`src/hdl/ecc_pkg.sv`:
```
// ----------------------------------------------------------------------------
// ecc_pkg
// shared types and codes for the elevator car controller
// ----------------------------------------------------------------------------
package ecc_pkg;

  localparam logic [1:0] OP_TICK  = 2'd0;
  localparam logic [1:0] OP_CALL  = 2'd1;
  localparam logic [1:0] OP_CLOSE = 2'd2;
  localparam logic [1:0] OP_OPEN  = 2'd3;

  localparam logic [2:0] MODE_IDLE    = 3'd0;
  localparam logic [2:0] MODE_UP      = 3'd1;
  localparam logic [2:0] MODE_DOWN    = 3'd2;
  localparam logic [2:0] MODE_OPENING = 3'd3;
  localparam logic [2:0] MODE_HELD    = 3'd4;
  localparam logic [2:0] MODE_CLOSING = 3'd5;

  localparam logic [1:0] DIR_NONE = 2'd0;
  localparam logic [1:0] DIR_UP   = 2'd1;
  localparam logic [1:0] DIR_DOWN = 2'd2;

  localparam logic [1:0] KIND_UP   = 2'd0;
  localparam logic [1:0] KIND_DOWN = 2'd1;
  localparam logic [1:0] KIND_CAR  = 2'd2;

  // scan bounds
  localparam logic [1:0] BND_ANY   = 2'd0;
  localparam logic [1:0] BND_ABOVE = 2'd1;
  localparam logic [1:0] BND_BELOW = 2'd2;

  localparam logic [2:0] REG_POLICY = 3'd0;
  localparam logic [2:0] REG_OPEN   = 3'd1;
  localparam logic [2:0] REG_HOLD   = 3'd2;
  localparam logic [2:0] REG_CLOSE  = 3'd3;
  localparam logic [2:0] REG_RISE   = 3'd4;
  localparam logic [2:0] REG_FALL   = 3'd5;

  // controller to datapath
  typedef struct packed {
    logic       start;      // latch item, run non-selection work
    logic       scan_start; // clear scan best, begin pass
    logic [2:0] kinds;      // kind mask for pass
    logic [1:0] bound;
    logic       want_high;
    logic       scan_step;  // examine one entry
    logic       shift_step; // move one entry down
    logic       commit;     // remove chosen, set target
    logic       use_first;  // pick entry 0
    logic       empty_sel;  // selection with empty table
  } ecc_cmd_t;

  // datapath to controller
  typedef struct packed {
    logic need_sel;   // item requires selection
    logic sweep;      // scan policy applies
    logic dir_up;
    logic scan_last;  // scan index at last entry
    logic found;
    logic shift_done;
  } ecc_sts_t;

endpackage

```
`src/hdl/ecc_datapath.sv`:
```
// ----------------------------------------------------------------------------
// ecc_datapath
// call table, timers, car state and the serial call scanner
// ----------------------------------------------------------------------------
module ecc_datapath #(
  parameter int FLOORS = 16,
  parameter int TABLE_DEPTH = 16
) (
  input  logic                  clk,
  input  logic                  rst,
  input  ecc_pkg::ecc_cmd_t     cmd,
  output ecc_pkg::ecc_sts_t     sts,
  input  logic [1:0]            operation,
  input  logic [1:0]            call_kind,
  input  logic [3:0]            call_floor,
  input  logic                  cfg_valid,
  input  logic [2:0]            cfg_index,
  input  logic [7:0]            cfg_data,
  output logic [3:0]            car_floor,
  output logic [3:0]            target_floor,
  output logic [2:0]            car_mode,
  output logic [4:0]            pending_calls,
  output logic                  call_dropped
);
  import ecc_pkg::*;

  localparam int IW = (TABLE_DEPTH > 1) ? $clog2(TABLE_DEPTH) : 1;
  localparam int CW = $clog2(TABLE_DEPTH + 1);
  localparam int FW = (FLOORS > 1) ? $clog2(FLOORS) : 1;
  localparam int EW = 2 + FW;

  logic       policy;
  logic [7:0] open_time, hold_time, close_time, rise_time, fall_time;
  logic [2:0] mode;
  logic [1:0] dir;
  logic [FW-1:0] floor_now, floor_goal;
  logic [7:0] door_ticks, travel_ticks;
  logic [CW-1:0] count;
  logic       dropped;
  logic       need_q;
  logic [EW-1:0] mem [TABLE_DEPTH];

  logic [IW-1:0] idx, best;
  logic [FW-1:0] best_f;
  logic          found;
  logic [2:0]    kinds_q;
  logic [1:0]    bound_q;
  logic          high_q;

  // read port: scan or shift
  logic [IW-1:0] rd_addr;
  logic [EW-1:0] rd_data;
  assign rd_addr = cmd.shift_step ? IW'(idx + 1'b1) : idx;
  always_ff @(posedge clk) rd_data <= mem[rd_addr];

  logic [1:0]    ent_kind;
  logic [FW-1:0] ent_floor;
  assign ent_kind  = rd_data[EW-1 -: 2];
  assign ent_floor = rd_data[FW-1:0];

  // read data is registered, so it lags idx: track the examined index
  logic [IW-1:0] seen;
  logic          seen_ok;
  logic          shift_ok;

  logic [7:0] door_inc, trav_inc;
  assign door_inc = (door_ticks == 8'hff) ? 8'hff : door_ticks + 8'd1;
  assign trav_inc = (travel_ticks == 8'hff) ? 8'hff : travel_ticks + 8'd1;

  function automatic logic [7:0] restart(input logic [7:0] span, input logic [7:0] now);
    logic [9:0] s;
    s = {2'b0, span} - {2'b0, now} - 10'd2;
    return s[9] ? 8'd0 : s[7:0];
  endfunction

  logic ent_ok;
  always_comb begin
    ent_ok = kinds_q[ent_kind] && (ent_kind != 2'd3);
    if (bound_q == BND_ABOVE && ent_floor < floor_now) ent_ok = 1'b0;
    if (bound_q == BND_BELOW && ent_floor > floor_now) ent_ok = 1'b0;
  end

  // status
  always_comb begin
    sts.need_sel   = need_q;
    sts.sweep      = !policy && dir != DIR_NONE;
    sts.dir_up     = dir == DIR_UP;
    sts.scan_last  = CW'(idx) + 1'b1 >= count;
    sts.found      = found;
    sts.shift_done = CW'(idx) >= count;
  end

  // config registers
  always_ff @(posedge clk) begin
    if (rst) begin
      policy <= 1'b0;
      open_time <= 8'd4; hold_time <= 8'd4; close_time <= 8'd4;
      rise_time <= 8'd4; fall_time <= 8'd4;
    end else if (cfg_valid) begin
      unique case (cfg_index)
        REG_POLICY: policy <= cfg_data[0];
        REG_OPEN:   open_time <= cfg_data;
        REG_HOLD:   hold_time <= cfg_data;
        REG_CLOSE:  close_time <= cfg_data;
        REG_RISE:   rise_time <= cfg_data;
        REG_FALL:   fall_time <= cfg_data;
        default: ;
      endcase
    end
  end

  // table write port
  logic          wr_en;
  logic [IW-1:0] wr_addr;
  logic [EW-1:0] wr_data;
  always_comb begin
    wr_en = 1'b0; wr_addr = idx; wr_data = rd_data;
    if (cmd.start && operation == OP_CALL && call_kind != 2'd3 &&
        32'(call_floor) < FLOORS && count < CW'(TABLE_DEPTH)) begin
      wr_en = 1'b1;
      wr_addr = count[IW-1:0];
      wr_data = {call_kind, FW'(call_floor)};
    end else if (shift_ok) begin
      wr_en = 1'b1;
      wr_addr = seen;
    end
  end
  always_ff @(posedge clk) if (wr_en) mem[wr_addr] <= wr_data;

  // main state
  always_ff @(posedge clk) begin
    if (rst) begin
      mode <= MODE_IDLE; dir <= DIR_NONE;
      floor_now <= '0; floor_goal <= '0;
      door_ticks <= '0; travel_ticks <= '0;
      count <= '0; dropped <= 1'b0; need_q <= 1'b0;
      idx <= '0; best <= '0; best_f <= '0; found <= 1'b0;
      seen <= '0; seen_ok <= 1'b0; shift_ok <= 1'b0;
      kinds_q <= '0; bound_q <= BND_ANY; high_q <= 1'b0;
    end else begin
      seen_ok <= 1'b0;
      shift_ok <= 1'b0;
      if (cmd.start) begin
        // selection decided from the state before this item
        need_q <= (operation == OP_TICK) &&
                  (mode == MODE_IDLE || (mode == MODE_CLOSING && door_inc >= close_time));
        dropped <= 1'b0;
        idx <= '0;
        unique case (operation)
          OP_TICK: begin
            unique case (mode)
              MODE_OPENING: if (door_inc >= open_time) begin
                door_ticks <= '0; mode <= MODE_HELD;
              end else door_ticks <= door_inc;
              MODE_HELD: if (door_inc >= hold_time) begin
                door_ticks <= '0; mode <= MODE_CLOSING;
              end else door_ticks <= door_inc;
              MODE_CLOSING: door_ticks <= door_inc;
              MODE_UP, MODE_DOWN: begin
                if (trav_inc >= ((mode == MODE_UP) ? rise_time : fall_time)) begin
                  logic [FW-1:0] nf;
                  nf = floor_now;
                  if (mode == MODE_UP && 32'(floor_now) + 1 < FLOORS) nf = floor_now + 1'b1;
                  if (mode == MODE_DOWN && floor_now != '0) nf = floor_now - 1'b1;
                  floor_now <= nf;
                  travel_ticks <= '0;
                  if (nf == floor_goal) begin
                    mode <= MODE_OPENING; door_ticks <= '0;
                  end
                end else travel_ticks <= trav_inc;
              end
              MODE_IDLE: ;
              default: mode <= MODE_IDLE;
            endcase
          end
          OP_CALL: if (call_kind != 2'd3 && 32'(call_floor) < FLOORS) begin
            if (count >= CW'(TABLE_DEPTH)) dropped <= 1'b1;
            else count <= count + 1'b1;
          end
          OP_CLOSE: begin
            if (mode == MODE_OPENING) begin
              mode <= MODE_CLOSING; door_ticks <= restart(close_time, door_ticks);
            end else if (mode == MODE_HELD) begin
              mode <= MODE_CLOSING; door_ticks <= '0;
            end
          end
          default: begin
            if (mode == MODE_IDLE) begin
              mode <= MODE_OPENING; door_ticks <= '0;
            end else if (mode == MODE_CLOSING) begin
              mode <= MODE_OPENING; door_ticks <= restart(open_time, door_ticks);
            end
          end
        endcase
      end
      // scanning: idx issues reads, seen follows in the next cycle
      if (cmd.scan_start) begin
        idx <= '0; found <= 1'b0;
        kinds_q <= cmd.kinds; bound_q <= cmd.bound; high_q <= cmd.want_high;
      end
      if (cmd.scan_step) begin
        if (!sts.scan_last) idx <= idx + 1'b1;
        seen <= idx; seen_ok <= 1'b1;
      end
      if (seen_ok && ent_ok &&
          (!found || (high_q ? ent_floor > best_f : ent_floor < best_f))) begin
        found <= 1'b1; best <= seen; best_f <= ent_floor;
      end
      // commit: chosen entry known, start shifting from it
      if (cmd.commit) begin
        logic [FW-1:0] g;
        logic [IW-1:0] b;
        b = (cmd.use_first || !found) ? '0 : best;
        g = (cmd.use_first || !found) ? ent_floor : best_f;
        idx <= b;
        count <= count - 1'b1;
        floor_goal <= g;
        if (g > floor_now) begin
          travel_ticks <= '0; mode <= MODE_UP; dir <= DIR_UP;
        end else if (g < floor_now) begin
          travel_ticks <= '0; mode <= MODE_DOWN; dir <= DIR_DOWN;
        end else begin
          mode <= MODE_OPENING; door_ticks <= '0;
        end
      end
      // shift: read idx+1 now, write it to idx next cycle
      if (cmd.shift_step) begin
        seen <= idx; shift_ok <= 1'b1;
        idx <= idx + 1'b1;
      end
      if (cmd.empty_sel && mode == MODE_CLOSING) mode <= MODE_IDLE;
    end
  end

  // entry 0 floor for first-come pick is the registered read of idx 0
  assign car_floor     = 4'(floor_now);
  assign target_floor  = 4'(floor_goal);
  assign car_mode      = mode;
  assign pending_calls = 5'(count);
  assign call_dropped  = dropped;

endmodule

```
`src/hdl/ecc_control.sv`:
```
// ----------------------------------------------------------------------------
// ecc_control
// sequencer for item handling, table scans, removal and result handoff
// ----------------------------------------------------------------------------
module ecc_control (
  input  logic              clk,
  input  logic              rst,
  input  logic              in_fire,
  input  logic              out_ready,
  input  logic              empty,
  input  ecc_pkg::ecc_sts_t sts,
  output ecc_pkg::ecc_cmd_t cmd,
  output logic              in_ready,
  output logic              out_valid
);
  import ecc_pkg::*;

  localparam logic [3:0] S_IDLE  = 4'd0;
  localparam logic [3:0] S_CHECK = 4'd1;
  localparam logic [3:0] S_PASS  = 4'd2;
  localparam logic [3:0] S_SCAN  = 4'd3;
  localparam logic [3:0] S_DRAIN = 4'd4;
  localparam logic [3:0] S_FIRST = 4'd5;
  localparam logic [3:0] S_FWAIT = 4'd6;
  localparam logic [3:0] S_SHIFT = 4'd7;
  localparam logic [3:0] S_SWAIT = 4'd8;
  localparam logic [3:0] S_DONE  = 4'd9;
  localparam logic [3:0] S_LAND  = 4'd10;

  logic [3:0] state, state_next;
  logic [1:0] pass, pass_next;

  always_ff @(posedge clk) begin
    if (rst) begin
      state <= S_IDLE; pass <= '0;
    end else begin
      state <= state_next; pass <= pass_next;
    end
  end

  assign in_ready  = state == S_IDLE;
  assign out_valid = state == S_DONE;

  // sequencing
  always_comb begin
    cmd = '0;
    state_next = state;
    pass_next = pass;
    cmd.start = in_fire;
    // pass descriptors
    unique case ({sts.dir_up, pass})
      {1'b1, 2'd0}: begin cmd.kinds = 3'b101; cmd.bound = BND_ABOVE; cmd.want_high = 1'b0; end
      {1'b1, 2'd1}: begin cmd.kinds = 3'b110; cmd.bound = BND_ANY;   cmd.want_high = 1'b1; end
      {1'b1, 2'd2}: begin cmd.kinds = 3'b001; cmd.bound = BND_ANY;   cmd.want_high = 1'b0; end
      {1'b0, 2'd0}: begin cmd.kinds = 3'b110; cmd.bound = BND_BELOW; cmd.want_high = 1'b1; end
      {1'b0, 2'd1}: begin cmd.kinds = 3'b101; cmd.bound = BND_ANY;   cmd.want_high = 1'b0; end
      {1'b0, 2'd2}: begin cmd.kinds = 3'b010; cmd.bound = BND_ANY;   cmd.want_high = 1'b1; end
      default: ;
    endcase
    unique case (state)
      S_IDLE: if (in_fire) state_next = S_CHECK;
      S_CHECK: begin
        if (!sts.need_sel) state_next = S_DONE;
        else if (empty) begin
          cmd.empty_sel = 1'b1; state_next = S_DONE;
        end else if (sts.sweep) begin
          pass_next = '0; state_next = S_PASS;
        end else state_next = S_FIRST;
      end
      S_PASS: begin
        cmd.scan_start = 1'b1; state_next = S_SCAN;
      end
      S_SCAN: begin
        cmd.scan_step = 1'b1;
        if (sts.scan_last) state_next = S_LAND;
      end
      // last entry read is compared before the pass is judged
      S_LAND: state_next = S_DRAIN;
      S_DRAIN: begin
        if (sts.found || pass == 2'd2) begin
          cmd.commit = 1'b1; state_next = S_SHIFT;
        end else begin
          pass_next = pass + 2'd1; state_next = S_PASS;
        end
      end
      // entry 0 read is registered and used in S_FWAIT
      S_FIRST: begin
        cmd.scan_start = 1'b1; state_next = S_FWAIT;
      end
      S_FWAIT: begin
        cmd.commit = 1'b1; cmd.use_first = 1'b1; state_next = S_SHIFT;
      end
      S_SHIFT: begin
        if (sts.shift_done) state_next = S_SWAIT;
        else cmd.shift_step = 1'b1;
      end
      S_SWAIT: state_next = S_DONE;
      S_DONE: if (out_ready) state_next = S_IDLE;
      default: state_next = S_IDLE;
    endcase
  end

  assert property (@(posedge clk) disable iff (rst) cmd.commit |=> state == S_SHIFT);
  assert property (@(posedge clk) disable iff (rst)
    out_valid && !out_ready |=> out_valid) else $error("result lost");
  assert property (@(posedge clk) disable iff (rst)
    in_ready |-> !out_valid) else $error("overlap");

endmodule

```
`src/hdl/elevator_car_controller.sv`:
```
// ----------------------------------------------------------------------------
// elevator_car_controller
// single car controller with call table and sweep or arrival-order policy
// ----------------------------------------------------------------------------
// Input items (operation, call_kind, call_floor) transfer on in_valid and
// in_ready; one result (car_floor, target_floor, car_mode, pending_calls,
// call_dropped) transfers on out_valid and out_ready per item.
// Configuration writes (cfg_index, cfg_data) transfer on cfg_valid/cfg_ready
// and are always taken; write only between items.
// One item at a time: a new item is taken only after the last result has
// transferred. A call selection walks the call table serially with one read
// port, in up to three scan passes followed by a shift that removes the
// chosen call from the table.
// The result is held while out_ready is low and no new item is taken.
// Reset (rst, synchronous) puts the car idle at floor 0 with an empty
// table and default times of 4 ticks.
// ----------------------------------------------------------------------------
module elevator_car_controller #(
  parameter int FLOORS = 16,
  parameter int TABLE_DEPTH = 16
) (
  input  logic       clk,
  input  logic       rst,
  input  logic       in_valid,
  output logic       in_ready,
  input  logic [1:0] operation,
  input  logic [1:0] call_kind,
  input  logic [3:0] call_floor,
  output logic       out_valid,
  input  logic       out_ready,
  output logic [3:0] car_floor,
  output logic [3:0] target_floor,
  output logic [2:0] car_mode,
  output logic [4:0] pending_calls,
  output logic       call_dropped,
  input  logic       cfg_valid,
  output logic       cfg_ready,
  input  logic [2:0] cfg_index,
  input  logic [7:0] cfg_data
);
  import ecc_pkg::*;

  ecc_cmd_t cmd;
  ecc_sts_t sts;

  assign cfg_ready = 1'b1;

  ecc_control u_ctl (
    .clk, .rst,
    .in_fire (in_valid && in_ready),
    .out_ready,
    .empty (pending_calls == 5'd0),
    .sts, .cmd, .in_ready, .out_valid
  );

  ecc_datapath #(.FLOORS(FLOORS), .TABLE_DEPTH(TABLE_DEPTH)) u_dp (
    .clk, .rst, .cmd, .sts,
    .operation, .call_kind, .call_floor,
    .cfg_valid, .cfg_index, .cfg_data,
    .car_floor, .target_floor, .car_mode, .pending_calls, .call_dropped
  );

endmodule

```
`config.mk`:
```
export PLATFORM = sky130hd
export DESIGN_NAME = elevator_car_controller
export DESIGN_NICKNAME = d
export VERILOG_FILES = /design/src/hdl/ecc_pkg.sv /design/src/hdl/ecc_datapath.sv /design/src/hdl/ecc_control.sv /design/src/hdl/elevator_car_controller.sv
export SDC_FILE = /design/constraint.sdc
export NUM_CORES = 1
export LEC_CHECK = 0
export BUFFER_PORTS_ARGS = -buffer_cell sky130_fd_sc_hd__buf_2
export CAP_MARGIN = 20
export CORE_UTILIZATION = 40
export CTS_BUF_LIST = sky130_fd_sc_hd__clkbuf_4
export DETAILED_ROUTE_END_ITERATION = 7
export PLACE_DENSITY = 0.66
export SYNTH_ARGS = -nofsm -noshare
export SYNTH_HDL_FRONTEND = slang
export SYNTH_SLANG_ARGS = --single-unit
export TNS_END_PERCENT = 30
```
`constraint.sdc`:
```
create_clock -name clk -period 4.4 [get_ports clk]
set_input_delay 0.88 -clock clk [delete_from_list [all_inputs] [get_ports clk]]
set_output_delay 0.88 -clock clk [all_outputs]
set_load 0.005 [all_outputs]
```
Word level (Yosys, flattened, before mapping)

Memory sizes are Yosys's and may differ from the RTL's. A register that Yosys moved wholly into a read port is not among the register bits.
Cells that the tools add are included.

Output and inout bits: 20
Input port bits: 24
Memories kept: 1
Register bits after elaboration: 108
Bits in writable memories: 96
Logic and storage cells: 272

Memory list:

| memory   | depth | bits a word | read ports | clocked after memory_dff | write ports | line               | text |
|---|---|---|---|---|---|---|---|
| u_dp.mem | 16    | 6           | 1          | 1                        | 1           | ecc_datapath.sv:41 | `logic [EW-1:0] mem [TABLE_DEPTH];` |

Reduce and logical (&&, ||, !) cells: 53
Add/sub/neg operators: 14
Eq/ne operators: 52
Multiplexer cells: 109
Order comparisons: 16

Operators by type and width:

| cell                                                                  | number |
|---|---|
| 8-bit 2-to-1 mux                                                      | 24 |
| 4-bit 2-to-1 mux                                                      | 26 |
| 4-bit one-hot mux with 11 select lines                                | 1 |
| 3-bit 2-to-1 mux                                                      | 13 |
| 6-bit one-hot mux with 6 select lines                                 | 1 |
| 8-bit greater-or-equal comparator                                     | 4 |
| 32-bit by 5-bit < comparator with 1-bit output, second input constant | 1 |
| 8-bit one-hot mux with 4 select lines                                 | 1 |
| 1-bit 2-to-1 mux                                                      | 25 |
| 5-bit 2-to-1 mux                                                      | 5 |
| 8-bit one-hot mux with 3 select lines                                 | 1 |
| 3-bit == test, second input constant                                  | 7 |
| 10-bit by 2-bit subtractor with 10-bit output, second input constant  | 2 |
| 2-bit != test, second input constant                                  | 9 |
| 8-bit by 8-bit subtractor with 9-bit output                           | 2 |
| 8-bit by 1-bit adder with 8-bit output, second input constant         | 2 |
| 4-bit by 3-bit == test with 1-bit output, second input constant       | 4 |
| 8-bit == test, second input constant                                  | 2 |
| 4-bit != test, second input constant                                  | 4 |
| 2-bit nonzero test                                                    | 8 |
| 3-bit by 2-bit == test with 1-bit output, second input constant       | 5 |
| 1-bit logical AND                                                     | 15 |
| 2-bit AND reduction                                                   | 7 |
| 4-bit == test, second input constant                                  | 3 |
| other kinds (41)                                                      | 72 |

Logic depth before layout (Yosys ltp)

Gate-level depths: netlist of run 1.

Depth in word-level cells: 19
Depth in mapped cells: 15
Depth with buffers taken out: 15

Cells and area by module

A second synthesis of run 1 with hierarchy kept.

Cell total of the unflattened synthesis: 1240
Area, all modules: 12156.7 µm²

By module, submodules not included:

| module                  | seq. area each (µm²) | cells each | area each (µm²) | instances |
|---|---|---|---|---|
| ecc_datapath            | 5044.8               | 1147       | 11458.5         | 1 |
| ecc_control             | 120.1                | 88         | 669.4           | 1 |
| elevator_car_controller | 0.0                  | 5          | 28.8            | 1 |

Worst setup path after synthesis of run 1

OpenSTA, ideal clock, no wires.

Path type: reg-to-reg
Start point: reg u_dp.door_ticks[0]
End point: reg u_dp.door_ticks[3]
Data required time: 4.284 ns
Buffers on the path: 0
Clock period less this slack: 3.461 ns
Library setup time: 0.116 ns
Arrival time: 3.346 ns
Stages on the path, launching flop included: 16
Setup slack: 0.939 ns
Cells stage by stage: dfxtp_1 -> ha_1 -> and3_1 -> nand2_1 -> or2_2 -> and2_1 -> ha_1 -> nand2b_1 -> a21o_1 -> a211oi_1 -> or3_1 -> a211oi_2 -> nor2_1 -> a221oi_1 -> nand3_1 -> a31o_1

Longest elaborated chain between the ends: 10
Elaborated cells on any way between the ends: 22
Those cells by class: add/sub (5); order compare (2); eq/ne (1); mux (14)

Ends and longest elaborated chain:

| what                                                                                     | line                                                          | text |
|---|---|---|
| start: declaration                                                                       | ecc_datapath.sv:37                                            | `logic [7:0] door_ticks, travel_ticks;` |
| start signal: assignment                                                                 | ecc_datapath.sv:154                                           | `end else door_ticks <= door_inc;` |
| start signal: assignment                                                                 | ecc_datapath.sv:157                                           | `end else door_ticks <= door_inc;` |
| start signal: assignment                                                                 | ecc_datapath.sv:158                                           | `MODE_CLOSING: door_ticks <= door_inc;` |
| 8-bit by 1-bit adder with 8-bit output (tied with other cells)                           | ecc_datapath.sv:67                                            | `assign door_inc = (door_ticks == 8'hff) ? 8'hff : door_ticks + 8'd1;` |
| 8-bit 2-to-1 mux / 10-bit by 2-bit subtractor with 10-bit output (equally long branches) | ecc_datapath.sv:67, ecc_datapath.sv:72                        |  |
| 8-bit greater-or-equal comparator (tied with other cells)                                | ecc_datapath.sv:155                                           | `MODE_HELD: if (door_inc >= hold_time) begin` |
| 8-bit 2-to-1 mux (on tied branches)                                                      | ecc_datapath.sv:155, ecc_datapath.sv:152, ecc_datapath.sv:190 |  |
| 8-bit one-hot mux with 4 select lines / 8-bit 2-to-1 mux (equally long branches)         | ecc_datapath.sv:151, ecc_datapath.sv:188                      |  |
| 8-bit one-hot mux with 3 select lines (*)                                                | ecc_datapath.sv:149                                           | `unique case (operation)` |
| 8-bit 2-to-1 mux (*)                                                                     | ecc_datapath.sv:143                                           | `if (cmd.start) begin` |
| 8-bit 2-to-1 mux                                                                         | ecc_datapath.sv:220                                           | `end else if (g < floor_now) begin` |
| 8-bit 2-to-1 mux                                                                         | ecc_datapath.sv:218                                           | `if (g > floor_now) begin` |
| 8-bit 2-to-1 mux (*)                                                                     | ecc_datapath.sv:210                                           | `if (cmd.commit) begin` |

Mark *: on every way between the ends. The rest lies on a longest branch, timed or not.
A chain may end at the register's enable or synchronous reset.

Worst setup path in the final report of run 1

Ends and elaborated chain as after synthesis.

==> impl_metrics.env, run 1 <==
export IMPL_status="completed"
export IMPL_period_share_pct=89.4
export IMPL_first_global_vias=9849
export IMPL_synth_cell_types=79
export IMPL_cts_hold_buf=0
export IMPL_wl_met1_mm=14.1
export IMPL_worstSetupEndpointType="register"
export IMPL_clk_pin_slew_ns=0.07
export IMPL_critical_path_class="reg -> reg"
export IMPL_crit_buf_inv=0
export IMPL_setup_violations=0
export IMPL_utilization_pct=45.4
export IMPL_ys_seq_area_share_pct=42.1
export IMPL_worstHoldPathType="reg -> reg"
export IMPL_io_buffers=42
export IMPL_grt_overflow=0
export IMPL_grt_pass1_wl_mm=50.4
export IMPL_place_congestion=0.900
export IMPL_post_dp_cell_area_mm2=0.0128
export IMPL_grt_use_total_pct=20.2
export IMPL_cts_buffer_depth=3
export IMPL_drv_cap=0
export IMPL_nets=1521
export IMPL_drt_iter0_drc=556
export IMPL_synth_top_area_share_pct=23.6
export IMPL_htree_num_levels=2
export IMPL_cts_setup_buffers=0
export IMPL_clk_latency_ns=0.71
export IMPL_boundaryPins=44
export IMPL_first_pass_iters=5
export IMPL_hpwl_mm=22.6
export IMPL_die_width_um=177
export IMPL_placementRows=63
export IMPL_initial_core_util_pct=40.9
export IMPL_power_leakage_nw=5.28
export IMPL_ys_top_cells_by_area="edfxtp_1 (24%), dfxtp_1 (19%), ha_1 (8.5%)"
export IMPL_drv_slew=0
export IMPL_cpMostUsedCell="ha_1"
export IMPL_multiInputGateArea_mm2=0.00660
export IMPL_ys_seq_elements=209
export IMPL_grt_max_degree=43
export IMPL_cts_resized=0
export IMPL_required_ns=4.97
export IMPL_regArea_mm2=0.00514
export IMPL_arrival_ns=4.50
export IMPL_syn_to_final_growth_pct=11.0
export IMPL_vias_per_cell=5.46
export IMPL_die_h_um=177
export IMPL_die_area_mm2=0.0312
export IMPL_holdWs_ns=0.456
export IMPL_antenna_found_initial=1
export IMPL_synthFlopType="dfxtp_1"
export IMPL_finalHoldViolations=0
export IMPL_core_area_mm2=0.0299
export IMPL_cts_tree="yes"
export IMPL_power_density_mw_per_mm2=329
export IMPL_vias=10100
export IMPL_top_layer_used="met4"
export IMPL_crit_slowest_cell="dfxtp_1"
export IMPL_drc=0
export IMPL_wl_per_cell_um=16.8
export IMPL_clock_root_buffer="clkbuf_4"
export IMPL_wirelength_mm=31.1
export IMPL_detail_route_antenna_nets=0
export IMPL_fmax_ghz=0.254
export IMPL_max_stage_delay_ns=0.49
export IMPL_final_area_mm2=0.0136
export IMPL_synth_avg_cell_area_um2=9.02
export IMPL_drive_above_1_share_pct=13.0
export IMPL_rsz0062_at_grt="false"
export IMPL_syn_num_nets=1464
export IMPL_p_total_mw=4.46
export IMPL_path_cells="ha_1 > and3_1 > nand2_1 > or2_2 > and2_1 > ha_1 > nand2b_1 > a21o_1 > a211oi_1 > or3_1 > a211oi_2 > nor2_1 > a221oi_1 > nand3_1 > a31o_1"
export IMPL_finClkSkew_ns=0.0502
export IMPL_ys_warnings_count=0
export IMPL_synth_edf_count=96
export IMPL_crit_path_start_kind="register"
export IMPL_dr_wl_met3_mm=1.65
export IMPL_syn_area_mm2=0.0122
export IMPL_crit_family="simple AND/OR/NAND/NOR gates"
export IMPL_synth_top_area_cell="edfxtp_1"
export IMPL_cts_inserted_buffers=56
export IMPL_wl_met2_mm=14.8
export IMPL_worst_slew_pin_slew_ns=1.05
export IMPL_fill_cells=2935
export IMPL_max_vdd_ir_drop_uv=192
export IMPL_worst_path_max_fanout=9
export IMPL_tns_ns=0
export IMPL_period_needed_ns=3.93
export IMPL_cts_sinks=209
export IMPL_async_flop_share_pct=0
export IMPL_slew_headroom_pct=29.7
export IMPL_synthCells=1354
-- worst register-to-register path, cell delays in order, from the launching register on --
cell and delay, ns:
dfxtp_1 0.49, ha_1 0.24, and3_1 0.20, nand2_1 0.09, or2_2 0.34, and2_1 0.20
ha_1 0.27, nand2b_1 0.09, a21o_1 0.11, a211oi_1 0.06, or3_1 0.36, a211oi_2 0.35
nor2_1 0.21, a221oi_1 0.41, nand3_1 0.15, a31o_1 0.24
-- power by group --
| part | switching [mW] | internal, mW | total [mW] |
|---|---|---|---|
| Clock | 0.831 | 0.916 | 1.75 |
| Sequential | 0.0291 | 2.05 | 2.08 |
| Combinational | 0.389 | 0.243 | 0.632 |
-- kinds of logic after synthesis --
| logic type | synth area share, % |
|---|---|
| AOI/OAI and AO/OA | 16.0 |
| xor gates and xnor gates | 2.51 |
| adders and majority gates | 9.00 |
| buffers and inverters | 4.05 |
| DFF | 42.1 |
| muxes | 4.98 |
| other | 0.0307 |
| and+or+nand+nor | 21.3 |
-- final timing paths --
path                       from  slack [ns]                  to  depth (start not counted)
max          u_dp.door_ticks[0]        0.47  u_dp.door_ticks[3]                         15
min           u_dp.fall_time[3]        0.46   u_dp.fall_time[3]                          2
max reg2reg  u_dp.door_ticks[0]        0.47  u_dp.door_ticks[3]                         15
min reg2reg   u_dp.fall_time[3]        0.46   u_dp.fall_time[3]                          2
-- per-layer routing --
| metal | global-route usage, % | vias up |
|---|---|---|
| li1 | - | 5015 |
| met1 | 26.1 | 4757 |
| met2 | 34.2 | 272 |
| met3 | 3.22 | 49 |
| met4 | 6.39 | 0 |
| met5 | 0 | - |
-- synthesized netlist by cell type (6+ instances only) --
master,number
or3_1,8
buf_1,8
o21ai_0,36
nor2b_1,22
nand4_1,19
a21oi_1,100
nand2b_1,21
a211oi_1,25
dfxtp_1,113
nand3_1,49
nor3_1,35
edfxtp_1,96
nand3b_1,8
nand2_1,206
mux2i_1,54
xnor2_1,22
and3_1,7
and2_1,6
mux2_2,6
inv_1,58
ha_1,83
o21a_1,16
a21o_1,22
nor2_1,125
o21ai_1,7
clkbuf_1,38
a211o_1,14
a221oi_1,6
buf_2,11
a31oi_1,20
xor2_1,13
-- layout by cell type (no fill, tap or decap), types with 5 or more instances in the layout --
cell type  netlist  routed
nand2_1        206     206
nor2_1         125     125
dfxtp_1        113     113
a21oi_1        100     100
edfxtp_1        96      96
clkbuf_4         0      88
ha_1            83      83
inv_1           58      58
mux2i_1         54      54
nand3_1         49      49
buf_2           11      42
o21ai_0         36      36
nor3_1          35      35
a211oi_1        25      24
a21o_1          22      22
nor2b_1         22      22
nand2b_1        21      21
xnor2_1         22      21
a31oi_1         20      20
nand4_1         19      19
buf_4            2      18
o21a_1          16      16
a211o_1         14      14
xor2_1          13      12
clkinv_1         0      12
or3_1            8       8
nand3b_1         8       8
and3_1           7       7
o21ai_1          7       7
and2_1           6       6
mux2_2           6       6
a221oi_1         6       6
and4_1           5       5
o211ai_1         5       5
-- sequential cells by signal (all words and copies together), names as in the netlist, 5 cells and up --
name and count:
u_dp.rd_data 6, u_dp.open_time 8, u_dp.door_ticks 8, u_dp.travel_ticks 8, u_dp.fall_time 8, u_dp.rise_time 8
u_dp.close_time 8, u_dp.mem 96, u_dp.pending_calls 5, u_dp.hold_time 8
-- per-stage QoR --
step,instances,worst slack [ns]
6_report,1849,0.468
5_1_grt,1849,0.166
4_1_cts,1846,0.507
3_5_place_dp,1742,0.526
3_3_place_gp,1742,0.617
2_1_floorplan,1354,0.939
-- cell type report --
| type | instances | share of cell area (%) |
|---|---|---|
| repair buffers | 60 | 2.55 |
| inverters | 61 | 1.69 |
| flip-flops and latches | 209 | 37.9 |
| multi-input cells | 1023 | 48.7 |
| clock buffers | 88 | 4.87 |
| clock inverters | 16 | 0.618 |
| well taps | 390 | 3.60 |
| diodes | 2 | 0.0369 |
Note: power is estimated with default switching activity, not from simulation.
==> run 2, diff against run 1 <==
- RECOVER_POWER: default -> 100
- SKIP_LAST_GASP: default -> 1
==> run 2 against run 1 <==
  * The flow now finishes with violations (capacitance limit, slew limit)
  * Hold slack worse by 0.0011 ns
  * Total power about the same
  * First-iteration DRC count up 7.0%
  * Clock power about the same
  * Largest power group unchanged
==> impl_metrics.env, run 2 (synthesis gave the netlist of run 1 again) <==
export IMPL_status="finished with violations"
export IMPL_violations="capacitance limit, slew limit"
export IMPL_p_seq_share_pct=46.6
export IMPL_crit_path_start_kind="register"
export IMPL_drv_cap=2
export IMPL_grt_pass1_wl_mm=50.4
export IMPL_worstSetupEndpointType="register"
export IMPL_fmax_ghz=0.252
export IMPL_layout_common_cells="nand2_1 (206), nor2_1 (126), dfxtp_1 (113)"
export IMPL_wl_per_cell_um=16.9
export IMPL_required_ns=4.71
export IMPL_wirelength_mm=31.3
export IMPL_placementRows=63
export IMPL_setup_violations=0
export IMPL_htree_num_levels=2
export IMPL_core_area_mm2=0.0299
export IMPL_whs_endpoint="u_dp.fall_time[3]"
export IMPL_r2r_end="u_dp.mem[6][3]"
export IMPL_cts_setup_buffers=0
export IMPL_grt_max_degree=43
export IMPL_nets=1521
export IMPL_worst_path_max_fanout=19
export IMPL_initial_core_util_pct=40.9
export IMPL_hpwl_mm=22.6
export IMPL_cts_hold_buf=0
export IMPL_grt_use_total_pct=20.2
export IMPL_post_dp_cell_area_mm2=0.0128
export IMPL_power_leakage_nw=5.17
export IMPL_drv_slew=52
export IMPL_worst_slew_pin_slew_ns=1.88
export IMPL_vias=10100
export IMPL_die_area_mm2=0.0312
export IMPL_pwr_share_clk_pct=39.3
export IMPL_power_density_mw_per_mm2=331
export IMPL_period_needed_ns=3.97
export IMPL_final_area_mm2=0.0135
export IMPL_largest_register_ffs=96
export IMPL_final_cells=1849
export IMPL_cts_tree="yes"
export IMPL_r2r_cells=7
export IMPL_vias_per_cell=5.47
export IMPL_arrival_ns=4.27
export IMPL_io_buffers=42
export IMPL_cts_sinks=209
export IMPL_critical_path_class="reg -> reg"
export IMPL_syn_to_final_growth_pct=10.5
export IMPL_worstHoldPathType="reg -> reg"
export IMPL_slew_headroom_pct=-25.2
export IMPL_place_congestion=0.900
export IMPL_intPower_mw=3.21
export IMPL_final_common_cell="nand2_1"
export IMPL_dp_cells=1742
export IMPL_grt_overflow=0
export IMPL_boundaryPins=44
export IMPL_comb_power_share_pct=14.1
export IMPL_die_width_um=177
export IMPL_r2r_setup_slack_ns=0.43
export IMPL_r2r_start="u_ctl.state[0]"
export IMPL_cts_resized=0
export IMPL_drt_iter0_drc=595
export IMPL_power_switching_mw=1.25
export IMPL_clk_pin_slew_ns=0.06
export IMPL_holdPathStages=2
export IMPL_finClkSkew_ns=0.0459
export IMPL_tns_ns=0
export IMPL_finalHoldViolations=0
export IMPL_first_global_vias=9849
export IMPL_p_sw_share_pct=28.1
export IMPL_clk_latency_ns=0.71
export IMPL_detail_route_antenna_nets=0
export IMPL_first_pass_iters=5
export IMPL_die_h_um=177
export IMPL_clock_root_buffer="clkbuf_4"
export IMPL_drc=0
export IMPL_antenna_found_initial=1
export IMPL_top_register="u_dp.mem"
export IMPL_worstHoldStart="u_dp.fall_time[3]"
export IMPL_rsz0062_at_grt="false"
export IMPL_cts_inserted_buffers=56
export IMPL_period_share_pct=90.1
export IMPL_max_vdd_ir_drop_uv=193
export IMPL_cts_buffer_depth=3
export IMPL_drive_above_1_share_pct=10.6
run 2: changes by cell type in the layout (fill, tap and decap cells not counted), sizes merged:
| cell | delta |
|---|---|
| buf | -28 |
| clkbuf | +28 |
run 2: area by class of cell:
cell class / count / area (um2)
Tap cell: 390 / 488
Clock inverter: 16 / 83.8
Clock buffer: 88 / 661
Antenna cell: 2 / 5.00
Inverter: 61 / 229
Fill cell: 2962 / 16400
Sequential cell: 209 / 5140
Timing Repair Buffer: 60 / 287
Multi-Input combinational cell: 1023 / 6590
run 2: worst max path at each step:
stage                                   from                  to  slack, ns  cells past startpoint
after CTS                 u_dp.door_ticks[0]  u_dp.door_ticks[3]       0.51                     15
after detailed placement  u_dp.door_ticks[0]  u_dp.door_ticks[3]       0.53                     15
after floorplan           u_dp.door_ticks[0]  u_dp.door_ticks[3]       0.94                     15
after global placement    u_dp.door_ticks[0]  u_dp.door_ticks[3]       0.62                     15
final                         u_ctl.state[0]      u_dp.mem[6][3]       0.43                      7
after global routing      u_dp.door_ticks[0]  u_dp.door_ticks[3]       0.14                     15
run 2: power by group through the flow:
stage          logic (mW)  registers (mW)  clock network [mW]
3_3_place_gp        0.611            2.12                   0
3_5_place_dp        0.625            2.12                   0
5_1_grt             0.698            2.08                1.91
4_1_cts             0.629            2.08                1.80
2_1_floorplan       0.473            2.11                   0
6_report            0.627            2.08                1.75
run 2: per-stage QoR:
step / hold slack, ns / power (mW) / utilization (%) / setup slack (ns)
6_report: 0.455 / 4.46 / 45.2 / 0.434
5_1_grt: 0.450 / 4.69 / 45.2 / 0.140
4_1_cts: 0.435 / 4.51 / 45.3 / 0.507
3_5_place_dp: 0.450 / 2.75 / 42.9 / 0.526
3_3_place_gp: 0.444 / 2.73 / 42.9 / 0.617
2_1_floorplan: 0.436 / 2.59 / - / 0.939
run 2: per-layer routing:
| layer | wire length, um | GRT usage (%) | vias up |
|---|---|---|---|
| met3 | 1830 | 3.22 | 46 |
| li1 | - | - | 5007 |
| met2 | 14800 | 34.2 | 295 |
| met4 | 602 | 6.39 | 0 |
| met5 | 0 | 0 | - |
| met1 | 14000 | 26.1 | 4761 |
run 2: critical path, cell delays in order, from the launching register on:
cell      delay (ns)
dfxtp_1         0.44
nor4_1          0.48
nand2_1         0.17
a211o_1         0.36
nor2_1          0.99
a21oi_1         0.29
nand2b_1        0.31
nor2_1          0.56
==> run 3, diff against run 2 <==
--- a/config.mk
+++ b/config.mk
@@ -7,4 +7,5 @@
 export LEC_CHECK = 0
+export ABC_AREA = 1
 export BUFFER_PORTS_ARGS = -buffer_cell sky130_fd_sc_hd__buf_2
-export CAP_MARGIN = 20
+export CAP_MARGIN = 10
 export CORE_UTILIZATION = 40
--- a/constraint.sdc
+++ b/constraint.sdc
@@ -3,2 +3,2 @@
 set_output_delay 0.88 -clock clk [all_outputs]
-set_load 0.005 [all_outputs]
+set_load 0.05 [all_outputs]
==> run 3 against run 2 <==
  * The flow still finishes with violations (capacitance limit, slew limit)
  * Synthesized area is 0.28% higher
  * Cell count is 14% higher
  * Non-clock buffer count is 5 lower
  * Flip-flop and latch count stayed put
  * Clock skew is 0.0035 ns higher
  * Hold slack better by 0.011 ns
  * Sequential power hardly changed
  * Critical endpoint is now u_dp.rd_data[3]
  * Largest power group unchanged
==> impl_metrics.env, run 3 <==
export IMPL_regArea_mm2=0.00514
export IMPL_arrival_ns=4.53
export IMPL_first_pass_iters=5
export IMPL_cts_resized=0
export IMPL_synth_avg_cell_area_um2=7.64
export IMPL_syn_to_final_growth_pct=10.1
export IMPL_cts_buffer_depth=3
export IMPL_period_share_pct=89.0
export IMPL_grt_pass1_wl_mm=51.8
export IMPL_path_cells="inv_1 > ha_1 > a21oi_1 > nor2_1 > a211oi_1 > nand3_2 > inv_1 > nand2_2 > nand2_2 > buf_4 > nand2_1 > o211ai_1 > nand3_1 > nand3_1 > nand2_1"
export IMPL_crit_path_start_kind="register"
export IMPL_worstSetupEndpointType="register"
export IMPL_placementRows=63
export IMPL_multiInputGateArea_mm2=0.00605
export IMPL_antenna_found_initial=1
export IMPL_nets=1785
export IMPL_ys_warnings_count=0
export IMPL_grt_overflow=0
export IMPL_worst_slew_pin_slew_ns=2.60
export IMPL_core_area_mm2=0.0299
export IMPL_ys_seq_area_share_pct=42.0
export IMPL_synth_top_area_share_pct=23.5
export IMPL_initial_core_util_pct=41.0
export IMPL_yosysMostFrequentCell="nand2_1"
export IMPL_r2r_start="u_dp.pending_calls[2]"
export IMPL_grt_max_degree=69
export IMPL_largest_register_ffs=96
export IMPL_io_buffers=42
export IMPL_rsz0062_at_grt="false"
export IMPL_drt_iter0_drc=839
export IMPL_syn_num_nets=1713
export IMPL_async_flop_share_pct=0
export IMPL_synth_commonest_cells="nand2_1 (373), inv_1 (212), nor2_1 (140)"
export IMPL_worstHoldPathType="reg -> reg"
export IMPL_synth_edf_count=96
export IMPL_power_leakage_nw=5.92
export IMPL_synth_top_area_cell="edfxtp_1"
export IMPL_detail_route_antenna_nets=0
export IMPL_cts_hold_buf=0
export IMPL_final_common_cell="nand2_1"
export IMPL_die_width_um=177
export IMPL_grt_use_total_pct=21.0
export IMPL_clock_root_buffer="clkbuf_4"
export IMPL_place_congestion=0.884
export IMPL_vias=11000
export IMPL_power_density_mw_per_mm2=347
export IMPL_synth_cell_types=48
export IMPL_violations="capacitance limit, slew limit"
export IMPL_clk_latency_ns=0.75
export IMPL_drv_cap=1
export IMPL_holdWs_ns=0.466
export IMPL_layout_common_cells="nand2_1 (374), inv_1 (214), nor2_1 (145)"
export IMPL_max_stage_delay_ns=0.81
export IMPL_hpwl_mm=23.6
export IMPL_critPathLaunch="u_dp.pending_calls[2]"
export IMPL_critical_path_class="reg -> reg"
export IMPL_fill_cells=3014
export IMPL_syn_area_mm2=0.0122
export IMPL_worst_path_max_fanout=52
export IMPL_finalHoldViolations=0
export IMPL_top_register="u_dp.mem"
export IMPL_drc=0
export IMPL_wl_per_cell_um=15.5
export IMPL_crit_buf_inv=3
export IMPL_cts_inserted_buffers=54
export IMPL_synthCells=1603
export IMPL_finClkSkew_ns=0.0494
export IMPL_wirelength_mm=32.7
export IMPL_fmax_ghz=0.255
export IMPL_ys_top_cells_by_area="edfxtp_1 (24%), dfxtp_1 (18%), nand2_1 (11%)"
export IMPL_tns_ns=0
export IMPL_die_h_um=177
export IMPL_setup_violations=0
export IMPL_required_ns=5.01
export IMPL_drv_slew=69
export IMPL_worstHoldStart="u_dp.hold_time[5]"
export IMPL_vias_per_cell=5.23
export IMPL_cts_setup_buffers=0
export IMPL_period_needed_ns=3.92
export IMPL_slew_headroom_pct=-73.5
export IMPL_boundaryPins=44
export IMPL_die_area_mm2=0.0313
export IMPL_cts_sinks=209
export IMPL_crit_slowest_cell="nand2_2"
export IMPL_status="finished with violations"
export IMPL_drive_above_1_share_pct=8.03
export IMPL_synthFlopType="dfxtp_1"
export IMPL_ys_seq_elements=209
export IMPL_htree_num_levels=2
export IMPL_crit_family="simple AND/OR/NAND/NOR gates"
export IMPL_max_vdd_ir_drop_uv=254
export IMPL_first_global_vias=10200
export IMPL_cts_tree="yes"
export IMPL_clk_pin_slew_ns=0.07
[run 3: cells by family (layout without fill, tap and decap cells)]
| logic type | after synthesis | after routing | synth area share, % |
|---|---|---|---|
| adders and majority gates | 86 | 86 | 8.97 |
| muxes | 8 | 8 | 0.664 |
| DFF | 209 | 209 | 42.0 |
| AOI/OAI and AO/OA | 301 | 301 | 13.8 |
| and+or+nand+nor | 712 | 712 | 24.7 |
| xor gates and xnor gates | 21 | 21 | 1.50 |
| buffers and inverters | 265 | 381 | 8.34 |
| other | 1 | 3 | 0.0306 |
[run 3: final cells by class]
type / count / area share (%)
clock buffers: 76 / 4.23
clock inverters: 24 / 0.891
flip-flops and latches: 209 / 38.1
multi-input cells: 1129 / 44.9
repair buffers: 55 / 1.89
diodes: 2 / 0.0371
well taps: 390 / 3.62
inverters: 226 / 6.29
[run 3: path summary, 6_finish.rpt]
path | endpoint | cells after the start | slack [ns]
worst max-delay path | u_dp.rd_data[3] | 15 | 0.48
worst min-delay path | u_dp.hold_time[5] | 2 | 0.47
worst max register to register | u_dp.rd_data[3] | 15 | 0.48
worst min register to register | u_dp.hold_time[5] | 2 | 0.47
[run 3: worst reg2reg max path: cells and delay by family, from the launching register on]
kind	cells	cell delay, ns
AO/OA/AOI/OAI	3	0.47
flip-flops	1	0.42
adder cells (fa/ha/maj)	1	0.35
buffers and inverters	3	0.75
AND/OR/NAND/NOR	8	1.84
[run 3: layer usage]
metal	track usage [%]	up-vias	part of all wire, %
met5	0	-	0
met4	6.79	0	2.1
met3	4.21	60	6.2
met2	33.6	322	45
met1	28.1	5108	46
li1	-	5545	-
[run 3: stage by stage]
step | instances | worst slack (ns) | area [um2] | total power [mW] | util [%]
after floorplan | 1603 | 1.65 | 12200 | 2.81 | -
after global placement | 2009 | 0.728 | 12900 | 3.03 | 43.1
after detailed placement | 2009 | 0.632 | 12900 | 3.04 | 43.1
after CTS | 2109 | 0.609 | 13600 | 4.72 | 45.4
after global routing | 2110 | 0.149 | 13500 | 4.94 | 45.1
final | 2111 | 0.483 | 13500 | 4.68 | 45.1
[run 3: report_power, final]
group          switching, mW  leakage [nW]  total [mW]  internal [mW]
logic                  0.599          3.73       0.896          0.297
clock network          0.862         0.409        1.68          0.816
registers             0.0367          1.78        2.11           2.07
